`src/rtl/core/string_hash_linear_probe_table_assert.svh`:
```
// Assertion macros shared by the string hash table RTL.
`ifndef STRING_HASH_LINEAR_PROBE_TABLE_ASSERT_SVH
`define STRING_HASH_LINEAR_PROBE_TABLE_ASSERT_SVH

// The consequent must hold in the same cycle as the antecedent.
`define SHLP_ASSERT_SAME(label, clk, rst, ante, cons, msg) \
   label: assert property (@(posedge clk) disable iff (rst) (ante) |-> (cons)) \
      else $error(msg);

// The consequent must hold in the cycle after the antecedent.
`define SHLP_ASSERT_NEXT(label, clk, rst, ante, cons, msg) \
   label: assert property (@(posedge clk) disable iff (rst) (ante) |=> (cons)) \
      else $error(msg);

`endif

```
`src/rtl/core/shlp_pkg.sv`:
```
// Shared types, codes and hash helpers for the string hash table.
`timescale 1ns / 1ps

package shlp_pkg;

   // Request kinds.
   localparam logic [1:0] KIND_INSERT = 2'd0;
   localparam logic [1:0] KIND_LOOKUP = 2'd1;
   localparam logic [1:0] KIND_REMOVE = 2'd2;

   // Hash and key widths.
   localparam int HASH_W = 32;
   localparam int SUM_W = 24;
   localparam int VALUE_W = 16;
   localparam logic [HASH_W-1:0] HASH_SEED = 32'd1315423911;

   // One table entry as held in the memory.
   typedef struct packed {
      logic               used;
      logic [SUM_W-1:0]   sum;
      logic [VALUE_W-1:0] value;
   } entry_type;

   // Control states of the top level, one-hot.
   typedef enum logic [3:0] {
      ST_IDLE  = 4'b0001,
      ST_MOD   = 4'b0010,
      ST_PROBE = 4'b0100,
      ST_EMIT  = 4'b1000
   } state_type;

   // Upper-case ASCII letters fold to lower case before hashing.
   function automatic logic [7:0] fold_lower(input logic [7:0] b);
      logic [7:0] r;
      r = b;
      if (b >= 8'h41 && b <= 8'h5A) begin
         r = b + 8'h20;
      end
      return r;
   endfunction

   // One shift-xor hash update.
   function automatic logic [HASH_W-1:0] hash_step(input logic [HASH_W-1:0] h,
                                                   input logic [7:0] b);
      logic [HASH_W-1:0] mix;
      mix = (h << 5) + {24'd0, fold_lower(b)} + (h >> 2);
      return h ^ mix;
   endfunction

endpackage

```
`src/rtl/core/shlp_hash.sv`:
```
// Byte-serial hash and key-sum accumulators.
`timescale 1ns / 1ps

module shlp_hash (
   input  logic                       clock,
   input  logic                       reset,
   input  logic                       byte_en,
   input  logic [7:0]                 char_byte,
   input  logic                       last_byte,
   output logic [shlp_pkg::HASH_W-1:0] hash_next,
   output logic [shlp_pkg::SUM_W-1:0]  sum_next
);
   import shlp_pkg::*;

   logic [HASH_W-1:0] hash_ff;
   logic [HASH_W-1:0] hash_in;
   logic [SUM_W-1:0]  sum_ff;
   logic [SUM_W-1:0]  sum_in;

   // A zero byte leaves both accumulators as they are.
   always_comb begin
      hash_next = hash_ff;
      sum_next  = sum_ff;
      if (char_byte != 8'd0) begin
         hash_next = hash_step(hash_ff, char_byte);
         sum_next  = sum_ff + {16'd0, char_byte};
      end
   end

   // The last byte of a string returns the accumulators to their seeds.
   always_comb begin
      hash_in = hash_ff;
      sum_in  = sum_ff;
      if (byte_en) begin
         if (last_byte) begin
            hash_in = HASH_SEED;
            sum_in  = '0;
         end else begin
            hash_in = hash_next;
            sum_in  = sum_next;
         end
      end
   end

   always_ff @(posedge clock) begin
      if (reset) begin
         hash_ff <= HASH_SEED;
         sum_ff  <= '0;
      end else begin
         hash_ff <= hash_in;
         sum_ff  <= sum_in;
      end
   end

endmodule

```
`config.mk`:
```
export PLATFORM = sky130hd
export DESIGN_NAME = shlp_hash
export DESIGN_NICKNAME = d
export VERILOG_FILES = /design/src/rtl/core/string_hash_linear_probe_table_assert.svh /design/src/rtl/core/shlp_pkg.sv /design/src/rtl/core/shlp_hash.sv
export SDC_FILE = /design/constraint.sdc
export NUM_CORES = 1
export LEC_CHECK = 0
export BUFFER_PORTS_ARGS = -buffer_cell sky130_fd_sc_hd__clkbuf_2
export CAP_MARGIN = 20
export CORE_ASPECT_RATIO = 0.7
export CORE_UTILIZATION = 40
export CTS_CLUSTER_SIZE = 24
export DETAILED_ROUTE_END_ITERATION = 8
export SLEW_MARGIN = 0
export SYNTH_ARGS = -nofsm -noshare
export SYNTH_HDL_FRONTEND = slang
export SYNTH_SLANG_ARGS = --single-unit
```
`constraint.sdc`:
```
create_clock -name clock -period 5 [get_ports clock]
set_input_delay 0.5 -clock clock [delete_from_list [all_inputs] [get_ports clock]]
set_output_delay 0.5 -clock clock [all_outputs]
set_load 0.02 [all_outputs]
```
==> flow_metrics.tcl <==
set metrics [dict create \
    run_status "complete, no violations" \
    number_of_max_slew_violations_in_the_final_report 0 \
    synth_cell_types 73 \
    drive_above_1_share_pct 15.5 \
    power_per_cell_area_nw_per_um2 722 \
    synth_area_per_cell_um2 7.71 \
    detail_route.iter0.violations 512 \
    routed_wl_mm 17.5 \
    hpwlAfterDp_mm 13.0 \
    fillCellCount 1366 \
    final_antenna_net_count 0 \
    gp_routability_congestion 0.924 \
    area_delta_synth_final_pct 11.6 \
    post_synth_inst_count 734 \
    cts.sinks 56 \
    peak_vdd_ir_uv 386 \
    worst-slew-pin-transition_ps 972 \
    cts_root_buffer "clkbuf_16" \
    reg2reg_from "hash_ff[15]" \
    cp_max_fo 5 \
    ctsHtreeMaxLevel 2 \
    buffer_ports.inserted 67 \
    holdCritPathClass "reg -> reg" \
    pnr_worst_setup_slack_ps 203 \
    clk_pin_slew_worst_paths_ps 90 \
    worst_r2r_path_depth 11 \
    fin_skew_ps 14.7 \
    syn_area_um2 5660 \
    grt_start_max_net_pins 52 \
    number_of_global_route_vias_before_repair 5243 \
    worst_hold_check_slack_ps 504 \
    crit_path_end_kind "output pin" \
    slew-limit-headroom_pct 35.2 \
    synth-adder-area-share_pct 16.4 \
    largest_family_of_logic_cells_by_synthesized_area "compound AO/OA/AOI/OAI gates" \
    tritoncts_buffers 5 \
    worstHoldEndpoint "sum_ff[21]" \
    die_y_um 102 \
    muxShareOfSynthArea_pct 0.707 \
    dr_total_vias 5617 \
    critical_path.startpoint_type "primary input" \
    globalRouteOverflowTotal 0 \
    n_antenna_cell 0 \
    final_hold_viols 0 \
    core_area_um2 13500 \
    worst_skew_pair.late_latency_ps 310 \
    synth-seq-cells 56 \
    place_worst_setup_slack_ps 57.7 \
    wire_per_inst_um 18.1 \
    drv_cap 0 \
    mostFrequentLayoutCells "76 x nand2_1, 65 x ha_1, 65 x clkbuf_2" \
    dieWidth_um 144 \
    antenna_found_initial 0 \
    synth_simple_gate_area_share_pct 21.0 \
    leakage_uw 0.00279 \
    critical_path_required_ps 4500 \
    tns_ps 0 \
    viasPerCell 5.81 \
    groute.usage.overall_pct 24.6 \
    final_period_minus_worst_setup_slack_ps 4800 \
    drc 0 \
    report.final.setup_viol 0 \
    worstPathArrival_ps 4300 \
    timing.hold.worst.start "sum_ff[21]" \
    synthArstFlopShare_pct 0 \
    min_delay_path_depth 1 \
    cell_chain_critical_path "clkbuf_2, nor4_2, nand2_1, o21ai_2, nor4b_2, a21o_1, fa_1, ha_1, a21oi_2, or3_1, o211ai_2, o211ai_1, buf_4, a21oi_1, o31a_1, or3_4, nand3_1, xnor2_1, buf_2" \
    critical-path-max-stage-delay_ps 440 \
    ys.flop_type "dfxtp_1" \
    criticalPathCategory "in -> out" \
    die-area_um2 14600 \
    r2r_slack_ps 1440 \
    mappedNetlistNets 817 \
    unrepaired_setup_endpoints_after_global_routing "true" \
    worstReg2RegEnd "hash_ff[29]" \
    leading_cell_type_in_the_layout_fill_and_taps_excluded "nand2_1" \
    synth_xor_xnor_area_share_pct 11.6 \
    synth-edff-count 0 \
    cts_tree "yes" \
    grt_first_pass_wirelength_mm 27.8 \
    post-route-period-util_pct 95.9 \
    initial_core_util_pct 42.0 \
    std_cell_rows 35 \
    cts_hold_buf 0 \
    synth_compound_area_share_pct 25.3 \
    io-pin-count 68 \
    ys_warn_count 0 \
    yosysSeqAreaShare_pct 19.8 \
    max-clock-path-buffers 2 \
    num-nets-final 863 \
    first_drt_pass_iteration_count 7 \
    max_clock_freq_mhz 208 \
    crit_slowest_cell "fa_1" \
    placedCellCount 954 \
    post_layout_nonfiller_instances 966 \
]
-- cells in the mapped netlist (all sizes together), types with 3 or more instances --
cell	number	share of area [%]
a211oi	3	0.49
nand2	77	5.1
o31ai	4	0.62
clkbuf	25	1.7
or4	4	0.53
a21o	16	2.1
o211ai	7	1.0
a21boi	4	0.53
xnor2	50	7.7
or2	5	0.55
ha	66	15
nand4	9	0.99
dfxtp	56	20
fa	5	1.8
a21oi	65	6.3
xor2	25	3.9
and2	6	0.71
o21a	6	0.80
a22o	4	0.62
nor2	60	4.0
buf	12	1.5
a31oi	16	1.9
o22ai	10	1.1
o21ai	39	3.5
nand3	20	1.8
o21bai	6	0.80
a22oi	9	1.2
a32oi	3	0.46
nand2b	4	0.44
nor4	5	0.55
nor2b	5	0.55
and3	12	1.4
a31o	4	0.62
mux2i	4	0.71
nor3	15	1.3
or3	16	1.9
o41ai	3	0.46
a41oi	3	0.46
inv	28	1.9
-- routing by layer --
metal	vias to the layer above	routed length, um	share of wire, %	global-route usage, %
met5	-	0	0	0
met4	0	250	1.4	5.51
met3	21	981	5.6	3.97
met2	184	7450	43	37.7
met1	2644	8810	50	35.9
li1	2768	-	-	-
-- metrics by stage --
step	cell area, um^2	total power [uW]	util [%]
6_report	6310	4560	46.8
5_1_grt	6310	4950	46.8
4_1_cts	6230	4490	46.2
3_5_place_dp	6080	4080	45.1
3_3_place_gp	6080	4050	45.1
2_1_floorplan	5660	3190	-
-- how the worst max path moves through the flow --
stage                       startpoint             to  cells after the start  slack [ps]
after floorplan           char_byte[0]  hash_next[30]                     16         800
after global placement    char_byte[1]  hash_next[31]                     17         140
after detailed placement  char_byte[1]  hash_next[23]                     19          60
after CTS                 char_byte[1]  hash_next[23]                     19          50
after global routing      char_byte[1]  hash_next[23]                     19         -30
final                     char_byte[1]  hash_next[30]                     19         200
-- cell type report --
| class | count | area [um^2] | area share [%] |
|---|---|---|---|
| Clock buffer | 5 | 125 | 1.98 |
| Timing Repair Buffer | 77 | 420 | 6.66 |
| Inverter | 28 | 105 | 1.66 |
| Multi-Input combinational cell | 612 | 4290 | 67.9 |
| Sequential cell | 56 | 1120 | 17.8 |
| Clock inverter | 3 | 25.0 | 0.396 |
| Tap cell | 185 | 231 | 3.67 |
-- worst max-delay path, delay by kind of cell --
kind / cells / cell delay, ps
compound gates: 7 / 1210
simple gates: 6 / 1160
fa+ha+maj: 2 / 820
buf+inv: 3 / 490
xor+xnor: 1 / 130
-- logic make-up after synthesis --
family | count (synthesis)
buffers and inverters | 66
XOR/XNOR | 75
AND/OR/NAND/NOR | 246
flip-flops | 56
multiplexers | 4
AO/OA/AOI/OAI | 216
adder cells (fa/ha/maj) | 71
-- where the power goes --
group / switching (uW) / internal (uW) / total (uW) / leakage, uW
sequential: 123 / 512 / 636 / 0.000456
combinational: 2200 / 1330 / 3530 / 0.00226
clock: 205 / 191 / 396 / 0.0000708
-- timing repair --
item | 4_1_cts | 5_1_grt
gates resized for setup | 0 | 16
buffers inserted | 0 | 3
setup endpoints to repair | 0 | 13
-- registers in the layout, indices dropped and copies added, names as in the netlist --
| signal | count |
|---|---|
| sum_ff | 24 |
| hash_ff | 32 |
No activity file was read; power rests on OpenSTA's default activity.
