==> src/rtl/core/string_hash_linear_probe_table_assert.svh <==
// Assertion macros shared by the string hash table RTL.
`ifndef STRING_HASH_LINEAR_PROBE_TABLE_ASSERT_SVH
`define STRING_HASH_LINEAR_PROBE_TABLE_ASSERT_SVH

// The consequent must hold in the same cycle as the antecedent.
`define SHLP_ASSERT_SAME(label, clk, rst, ante, cons, msg) \
   label: assert property (@(posedge clk) disable iff (rst) (ante) |-> (cons)) \
      else $error(msg);

// The consequent must hold in the cycle after the antecedent.
`define SHLP_ASSERT_NEXT(label, clk, rst, ante, cons, msg) \
   label: assert property (@(posedge clk) disable iff (rst) (ante) |=> (cons)) \
      else $error(msg);

`endif

==> src/rtl/core/shlp_pkg.sv <==
// Shared types, codes and hash helpers for the string hash table.
`timescale 1ns / 1ps

package shlp_pkg;

   // Request kinds.
   localparam logic [1:0] KIND_INSERT = 2'd0;
   localparam logic [1:0] KIND_LOOKUP = 2'd1;
   localparam logic [1:0] KIND_REMOVE = 2'd2;

   // Hash and key widths.
   localparam int HASH_W = 32;
   localparam int SUM_W = 24;
   localparam int VALUE_W = 16;
   localparam logic [HASH_W-1:0] HASH_SEED = 32'd1315423911;

   // One table entry as held in the memory.
   typedef struct packed {
      logic               used;
      logic [SUM_W-1:0]   sum;
      logic [VALUE_W-1:0] value;
   } entry_type;

   // Control states of the top level, one-hot.
   typedef enum logic [3:0] {
      ST_IDLE  = 4'b0001,
      ST_MOD   = 4'b0010,
      ST_PROBE = 4'b0100,
      ST_EMIT  = 4'b1000
   } state_type;

   // Upper-case ASCII letters fold to lower case before hashing.
   function automatic logic [7:0] fold_lower(input logic [7:0] b);
      logic [7:0] r;
      r = b;
      if (b >= 8'h41 && b <= 8'h5A) begin
         r = b + 8'h20;
      end
      return r;
   endfunction

   // One shift-xor hash update.
   function automatic logic [HASH_W-1:0] hash_step(input logic [HASH_W-1:0] h,
                                                   input logic [7:0] b);
      logic [HASH_W-1:0] mix;
      mix = (h << 5) + {24'd0, fold_lower(b)} + (h >> 2);
      return h ^ mix;
   endfunction

endpackage

==> src/rtl/core/shlp_mod.sv <==
// Remainder of the 32-bit hash by the table size through a reciprocal multiply.
`timescale 1ns / 1ps

module shlp_mod #(
   parameter int TABLE_SIZE = 256
) (
   input  logic                        clock,
   input  logic                        reset,
   input  logic                        start,
   input  logic [shlp_pkg::HASH_W-1:0] dividend,
   output logic                        done,
   output logic [$clog2(TABLE_SIZE)-1:0] remainder
);
   import shlp_pkg::*;

   localparam int IDX_W = $clog2(TABLE_SIZE);
   localparam logic [IDX_W:0] DIVISOR = (IDX_W + 1)'(TABLE_SIZE);
   // Reciprocal of the table size scaled by 2^32 and rounded down.
   localparam logic [HASH_W-1:0] RECIP = HASH_W'((64'd1 << HASH_W) / TABLE_SIZE);

   logic [HASH_W-1:0]   hash_ff;
   logic [2*HASH_W-1:0] prod;
   logic [IDX_W:0]      quot_lo_ff;
   logic [IDX_W:0]      hash_lo_ff;
   logic [IDX_W:0]      fold;
   logic [IDX_W:0]      rem_in;
   logic [IDX_W-1:0]    rem_ff;
   logic                load_ff;
   logic                mult_ff;
   logic                done_ff;

   // The estimated quotient equals the true quotient or falls one short of it.
   assign prod = (2*HASH_W)'(hash_ff) * (2*HASH_W)'(RECIP);

   // The partial remainder is below twice the divisor, so its low bits are exact.
   always_comb begin
      fold   = hash_lo_ff - quot_lo_ff * DIVISOR;
      rem_in = fold;
      if (fold >= DIVISOR) begin
         rem_in = fold - DIVISOR;
      end
   end

   // Control: one flag per stage, done pulses when the remainder is ready.
   always_ff @(posedge clock) begin
      if (reset) begin
         load_ff <= 1'b0;
         mult_ff <= 1'b0;
         done_ff <= 1'b0;
      end else begin
         load_ff <= start;
         mult_ff <= load_ff;
         done_ff <= mult_ff;
      end
   end

   // Datapath registers.
   always_ff @(posedge clock) begin
      if (start) begin
         hash_ff <= dividend;
      end
      if (load_ff) begin
         quot_lo_ff <= prod[HASH_W +: IDX_W + 1];
         hash_lo_ff <= hash_ff[IDX_W:0];
      end
      if (mult_ff) begin
         rem_ff <= rem_in[IDX_W-1:0];
      end
   end

   assign done      = done_ff;
   assign remainder = rem_ff;

endmodule

==> config.mk <==
export PLATFORM = sky130hd
export DESIGN_NAME = shlp_mod
export DESIGN_NICKNAME = d
export VERILOG_FILES = /design/src/rtl/core/string_hash_linear_probe_table_assert.svh /design/src/rtl/core/shlp_pkg.sv /design/src/rtl/core/shlp_mod.sv
export SDC_FILE = /design/constraint.sdc
export NUM_CORES = 1
export LEC_CHECK = 0
export ABC_AREA = 1
export BUFFER_PORTS_ARGS = -buffer_cell sky130_fd_sc_hd__buf_2
export CORE_MARGIN = 8
export CORE_UTILIZATION = 41
export CTS_CLUSTER_SIZE = 25
export DETAILED_ROUTE_END_ITERATION = 10
export PLACE_DENSITY = 0.75
export SLEW_MARGIN = 20
export SYNTH_ARGS = -nofsm -noshare
export SYNTH_HDL_FRONTEND = slang
export SYNTH_SLANG_ARGS = --single-unit
==> constraint.sdc <==
create_clock -name clock -period 1.05 [get_ports clock]
set_input_delay 0.0525 -clock clock [delete_from_list [all_inputs] [get_ports clock]]
set_output_delay 0.0525 -clock clock [all_outputs]
set_load 0.005 [all_outputs]
==> flow_summary.json, run 1 <==
{
  "fin_crit_ns": 0.878,
  "pin_count": 44,
  "cp-end-kind": "primary output",
  "rsz0062_at_grt": "false",
  "hold_depth": 3,
  "synth-seq-cells": 27,
  "path_class": "reg2out",
  "synthSimpleGateAreaFrac": 0.0140,
  "drv_cap": 0,
  "p_leak_uw": 0.000396,
  "grt_pass1_vias": 349,
  "antenna_found_initial": 0,
  "max_stage_delay_ns": 0.38,
  "grt_max_degree": 15,
  "arrival_ns": 0.83,
  "finalWeightedCongestion": 0.667,
  "status": "finished, final reports clean",
  "syn_nets": 68,
  "route.detailed.drc": 0,
  "hold_class": "in2reg",
  "required_ns": 1.00,
  "synth_top_cell_area_share": 0.897,
  "rr_endpoint": "remainder[5]$_DFFE_PP_",
  "finalCritPeriodShare": 0.836,
  "cts_buffers": 3,
  "die_h_um": 60.3,
  "fmax_mhz": 1140,
  "slew_headroom": 0.776,
  "synth_top_family_by_area": "buffers and inverters",
  "hold_end": "load_ff$_SDFF_PP0_",
  "critPathSlowestCell": "edfxtp_1",
  "die_w_um": 60.3,
  "clockRootBuffer": "clkbuf_4",
  "yosys-top-cells-area": "edfxtp_1 (90%), dfxtp_1 (7.5%), inv_1 (1.4%), nor2_1 (1.4%)",
  "ant_nets": 0,
  "synthesis.instances": 33,
  "clkTransAtPathRegs_ns": 0.13,
  "crit_fanout": 1,
  "start_util": 0.422,
  "vias": 348,
  "drt_wl_total_um": 947,
  "synth_cell_types": 4,
  "p_total_uw": 1740,
  "synth_mux_area_frac": 0,
  "clk_latency_ns": 0.31,
  "clkSinkCount": 27,
  "cts_tree": "done",
  "hold_viol_final": 0,
  "n_antenna_cell": 0,
  "area_growth_pct": 30.5,
  "avgRoutedWirePerCell_um": 10.3,
  "clockBufferDepth": 2,
  "drt_iter0_drc": 2,
  "hold_slack_ns": 0.0245,
  "ctsResizeCount": 0,
  "reg2regPathDepth": 0,
  "r2r-start": "mult_ff$_SDFF_PP0_",
  "synthXorXnorAreaFrac": 0,
  "netlist_area_um2": 803,
  "cp-start-kind": "flop",
  "grt_pass1_wl_mm": 1.48,
  "globalRouteOverflowTotal": 0,
  "layout.nets": 101,
  "vdd_ir_drop_max_mv": 0.728,
  "setup_viol": 0,
  "synth_compound_area_frac": 0,
  "dieArea_mm2": 0.00363,
  "slew_violations": 0,
  "cp_cell_sequence": "buf_2",
  "core_area_mm2": 0.00190,
  "synth_top_cell_by_area": "edfxtp_1",
  "layout-drive-gt1-share": 0.338,
  "crit_buf_inv": 1,
  "tightest_slew_ns": 0.335,
  "cp-startpoint": "remainder[3]$_DFFE_PP_",
  "ys_warn_count": 0,
  "portBuffers": 19,
  "hp-start": "start",
  "power_density_mw_per_mm2": 1660,
  "synth_fa_ha_area_frac": 0,
  "regToRegSetupSlack_ns": 0.19,
  "synth.avg_cell_area_um2": 24.3,
  "num_rows": 16,
  "cp_top_family": "flip-flops",
  "yosysSeqAreaShare": 0.972,
  "drt_first_pass_iters": 2,
  "h-tree-depth": 1,
  "fin_skew_ns": 0.00484,
  "vias_per_cell": 3.78,
  "tns_ns": 0,
  "nFillCells": 144,
  "grt.total_usage": 0.0624
}
[cell usage after synthesis]
cell,count
inv_1,3
nor2_1,3
dfxtp_1,3
edfxtp_1,24
[placed cells by master, fill, tap and decap left out]
| master | count |
|---|---|
| edfxtp_1 | 24 |
| buf_2 | 19 |
| dlygate4sd3_1 | 9 |
| inv_1 | 3 |
| nor2_1 | 3 |
| clkbuf_4 | 3 |
| dfxtp_1 | 3 |
| clkbuf_1 | 1 |
[state kept, by name (all words and copies together) (netlist names)]
signal / cells
hash_ff: 8
hash_lo_ff: 8
remainder: 8
done: 1
load_ff: 1
mult_ff: 1
[per-stage QoR]
step                setup WS [ns]  utilization  instances  cell area (um^2)
floorplan                   0.259            -         33               803
global placement            0.223        0.490         79               932
finish                      0.172        0.551         92              1050
global route                0.105        0.551         92              1050
CTS                         0.149        0.551         92              1050
detailed placement          0.200        0.490         79               932
[worst max-delay path by stage]
stage                                         end  slack (ns)  depth (start not counted)
after floorplan           hash_lo_ff[0]$_DFFE_PP_        0.26                          0
after global placement     remainder[4]$_DFFE_PP_        0.22                          0
after detailed placement   remainder[5]$_DFFE_PP_        0.20                          0
after CTS                            remainder[3]        0.15                          1
after global routing                 remainder[3]        0.10                          1
final                                remainder[3]        0.17                          1
[power breakdown]
| group | total (uW) | internal (uW) | switching (uW) | leakage, uW |
|---|---|---|---|---|
| combinational | 64.7 | 42.5 | 22.2 | 0.000130 |
| clock | 411 | 148 | 263 | 0.0000150 |
| sequential | 1260 | 1240 | 20.8 | 0.000252 |
| total | 1740 | 1430 | 306 | 0.000396 |
[logic make-up after synthesis]
logic type / after synthesis
DFF: 27
buffers and inverters: 3
and+or+nand+nor: 3
[final cells by class]
type / instances / area (um^2) / area share
Clock buffer: 4 / 26.3 / 0.0251
Inverter: 3 / 11.3 / 0.0107
Multi-Input combinational cell: 3 / 11.3 / 0.0107
Sequential cell: 27 / 781 / 0.745
Tap cell: 27 / 33.8 / 0.0322
Timing Repair Buffer: 28 / 185 / 0.177
[routing by layer]
layer | global-route usage | routed length [um] | up-vias
li1 | - | - | 184
met1 | 0.0415 | 334 | 140
met2 | 0.0976 | 431 | 20
met3 | 0.0495 | 154 | 4
met4 | 0.0714 | 26 | 0
met5 | 0 | 0 | -
[repair_timing]
item,4_1_cts,5_1_grt
buffers inserted,0,0
hold endpoints to repair,11,0
hold buffers,9,0
Power figures use the tool's default switching activity.
==> inputs of run 2 (changes only) <==
--- a/config.mk
+++ b/config.mk
@@ -5,7 +5,7 @@
 export SDC_FILE = /design/constraint.sdc
 export NUM_CORES = 1
 export LEC_CHECK = 0
-export ABC_AREA = 1
+export ABC_AREA = 0
 export BUFFER_PORTS_ARGS = -buffer_cell sky130_fd_sc_hd__buf_2
 export CORE_MARGIN = 8
 export CORE_UTILIZATION = 41
==> constraint.sdc (replaced) <==
create_clock -name clock -period 0.9 [get_ports clock]
set_input_delay 0.045 -clock clock [delete_from_list [all_inputs] [get_ports clock]]
set_output_delay 0.045 -clock clock [all_outputs]
set_load 0.005 [all_outputs]
==> flow_summary.json, run 2 <==
{
  "hold_viol_final": 0,
  "ys_warn_count": 0,
  "finalWeightedCongestion": 0.599,
  "post-cts-setup-buffers": 0,
  "fin_skew_ns": 0.00270,
  "grt_pass1_wl_mm": 1.55,
  "clk_latency_ns": 0.31,
  "grt_max_degree": 16,
  "setup_viol": 0,
  "final_common_cell": "edfxtp_1",
  "layout-drive-gt1-share": 0.371,
  "ctsResizeCount": 0,
  "n_antenna_cell": 0,
  "die_h_um": 60.2,
  "ant_nets": 0,
  "synthArstFlopShare": 0,
  "die_w_um": 60.2,
  "drv_cap": 0,
  "required_ns": 0.85,
  "pre_cts_ws_ns": 0.0624,
  "clockBufferDepth": 2,
  "crit_buf_inv": 1,
  "h-tree-depth": 1,
  "vias_per_cell": 4.09,
  "clkTransAtPathRegs_ns": 0.13,
  "synth-seq-cells": 27,
  "regArea_um2": 781,
  "yosysSeqAreaShare": 0.977,
  "antenna_found_initial": 0,
  "drt_first_pass_iters": 2,
  "tightest_slew_ns": 0.336,
  "slew_headroom": 0.776,
  "fin_ws_ns": 0.0170,
  "p_leak_uw": 0.000390,
  "area_growth_pct": 30.8,
  "nFillCells": 151,
  "critPathSlowestCell": "edfxtp_1",
  "hold_class": "in2reg",
  "post-synth-top-count-cell": "edfxtp_1",
  "hold_depth": 2,
  "slew_violations": 0,
  "drt_wl_total_um": 957,
  "fmax_mhz": 1130,
  "clockRootBuffer": "clkbuf_4",
  "grt.total_usage": 0.0651,
  "arrival_ns": 0.84,
  "cp_top_family": "flip-flops",
  "hold_slack_ns": 0.0581,
  "rr_endpoint": "remainder[7]$_DFFE_PP_",
  "synth.avg_cell_area_um2": 26.7,
  "reg2regPathDepth": 0,
  "cts_buffers": 3,
  "finalCritPeriodShare": 0.981,
  "route.detailed.drc": 0,
  "synth_flop_cell": "edfxtp_1",
  "path_class": "reg2out",
  "portBuffers": 19,
  "synth_top_cell_area_share": 0.901,
  "cp-start-kind": "flop",
  "power_density_mw_per_mm2": 1930,
  "synth_top_cell_by_area": "edfxtp_1",
  "clkSinkCount": 27,
  "rsz0062_at_grt": "true",
  "vias": 364,
  "fin_crit_ns": 0.883,
  "r2r-start": "mult_ff$_SDFF_PP0_",
  "synthTopCellsByCount": "edfxtp_1 (24), dfxtp_1 (3), nor2b_1 (3)",
  "max_stage_delay_ns": 0.39,
  "netlist_area_um2": 800,
  "multiInputGateArea_um2": 18.8,
  "synth_cell_types": 3,
  "globalRouteOverflowTotal": 0,
  "start_util": 0.420,
  "crit_fanout": 1,
  "dpl_cell_area_um2": 928,
  "hp-start": "start",
  "tns_ns": 0,
  "status": "finished, final reports clean",
  "dieArea_mm2": 0.00362,
  "core_area_mm2": 0.00190,
  "synth_edf_count": 24,
  "syn_nets": 65,
  "pin_count": 44,
  "layout.nets": 98,
  "cp-end-kind": "primary output",
  "cp_cell_sequence": "buf_2",
  "grt_pass1_vias": 366,
  "regToRegSetupSlack_ns": 0.04,
  "vdd_ir_drop_max_mv": 1.14,
  "yosys-top-cells-area": "edfxtp_1 (90%), dfxtp_1 (7.5%), nor2b_1 (2.3%)",
  "hold_end": "load_ff$_SDFF_PP0_",
  "drt_iter0_drc": 4,
  "num_rows": 16,
  "cts_tree": "done",
  "fin_area_mm2": 0.00105,
  "synthesis.instances": 30,
  "avgRoutedWirePerCell_um": 10.8,
  "most-common-layout-cells": "edfxtp_1 (24), buf_2 (19), dlygate4sd3_1 (9)"
}
run 2: worst max-delay path by stage:
| stage | start | end | cells past startpoint |
|---|---|---|---|
| floorplan | load_ff$_SDFF_PP0_ | hash_lo_ff[0]$_DFFE_PP_ | 0 |
| global placement | mult_ff$_SDFF_PP0_ | remainder[0]$_DFFE_PP_ | 0 |
| detailed placement | mult_ff$_SDFF_PP0_ | remainder[7]$_DFFE_PP_ | 0 |
| CTS | remainder[3]$_DFFE_PP_ | remainder[3] | 1 |
| global route | remainder[3]$_DFFE_PP_ | remainder[3] | 1 |
| finish | remainder[3]$_DFFE_PP_ | remainder[3] | 1 |
run 2: cells by family (layout without fill, tap and decap cells):
| logic type | count (synthesis) | in the layout | synth area share |
|---|---|---|---|
| buffers and inverters | 0 | 32 | 0 |
| and+or+nand+nor | 3 | 3 | 0.0235 |
| DFF | 27 | 27 | 0.977 |
run 2: metal layers:
metal,GRT usage,share of wire
met5,0,0
met4,0.0918,0.057
met3,0.0344,0.12
met2,0.0945,0.44
met1,0.0531,0.38
run 2: layout make-up:
cell class,count,share of cell area
Clock buffer,3,0.0215
Clock inverter,1,0.00478
Multi-Input combinational cell,3,0.0179
Sequential cell,27,0.746
Tap cell,27,0.0323
Timing Repair Buffer,28,0.177
run 2: timing repair:
item / CTS / global route
hold endpoints to repair: 11 / 0
hold buffers: 9 / 0
setup endpoints to repair: 1 / 7
run 2: where the power goes:
| part | internal [uW] | leakage, uW | switching, uW | total (uW) |
|---|---|---|---|---|
| Sequential | 1440 | 0.000252 | 24.0 | 1460 |
| Combinational | 45.8 | 0.000120 | 20.0 | 65.8 |
| Clock | 166 | 0.0000177 | 322 | 488 |
| Total | 1650 | 0.000390 | 366 | 2020 |
run 2: per-stage QoR:
step / power [uW] / instances / utilization
2_1_floorplan: 1490 / 30 / -
3_3_place_gp: 1530 / 76 / 0.488
3_5_place_dp: 1530 / 76 / 0.488
4_1_cts: 2030 / 89 / 0.550
5_1_grt: 2100 / 89 / 0.550
6_report: 2020 / 89 / 0.550
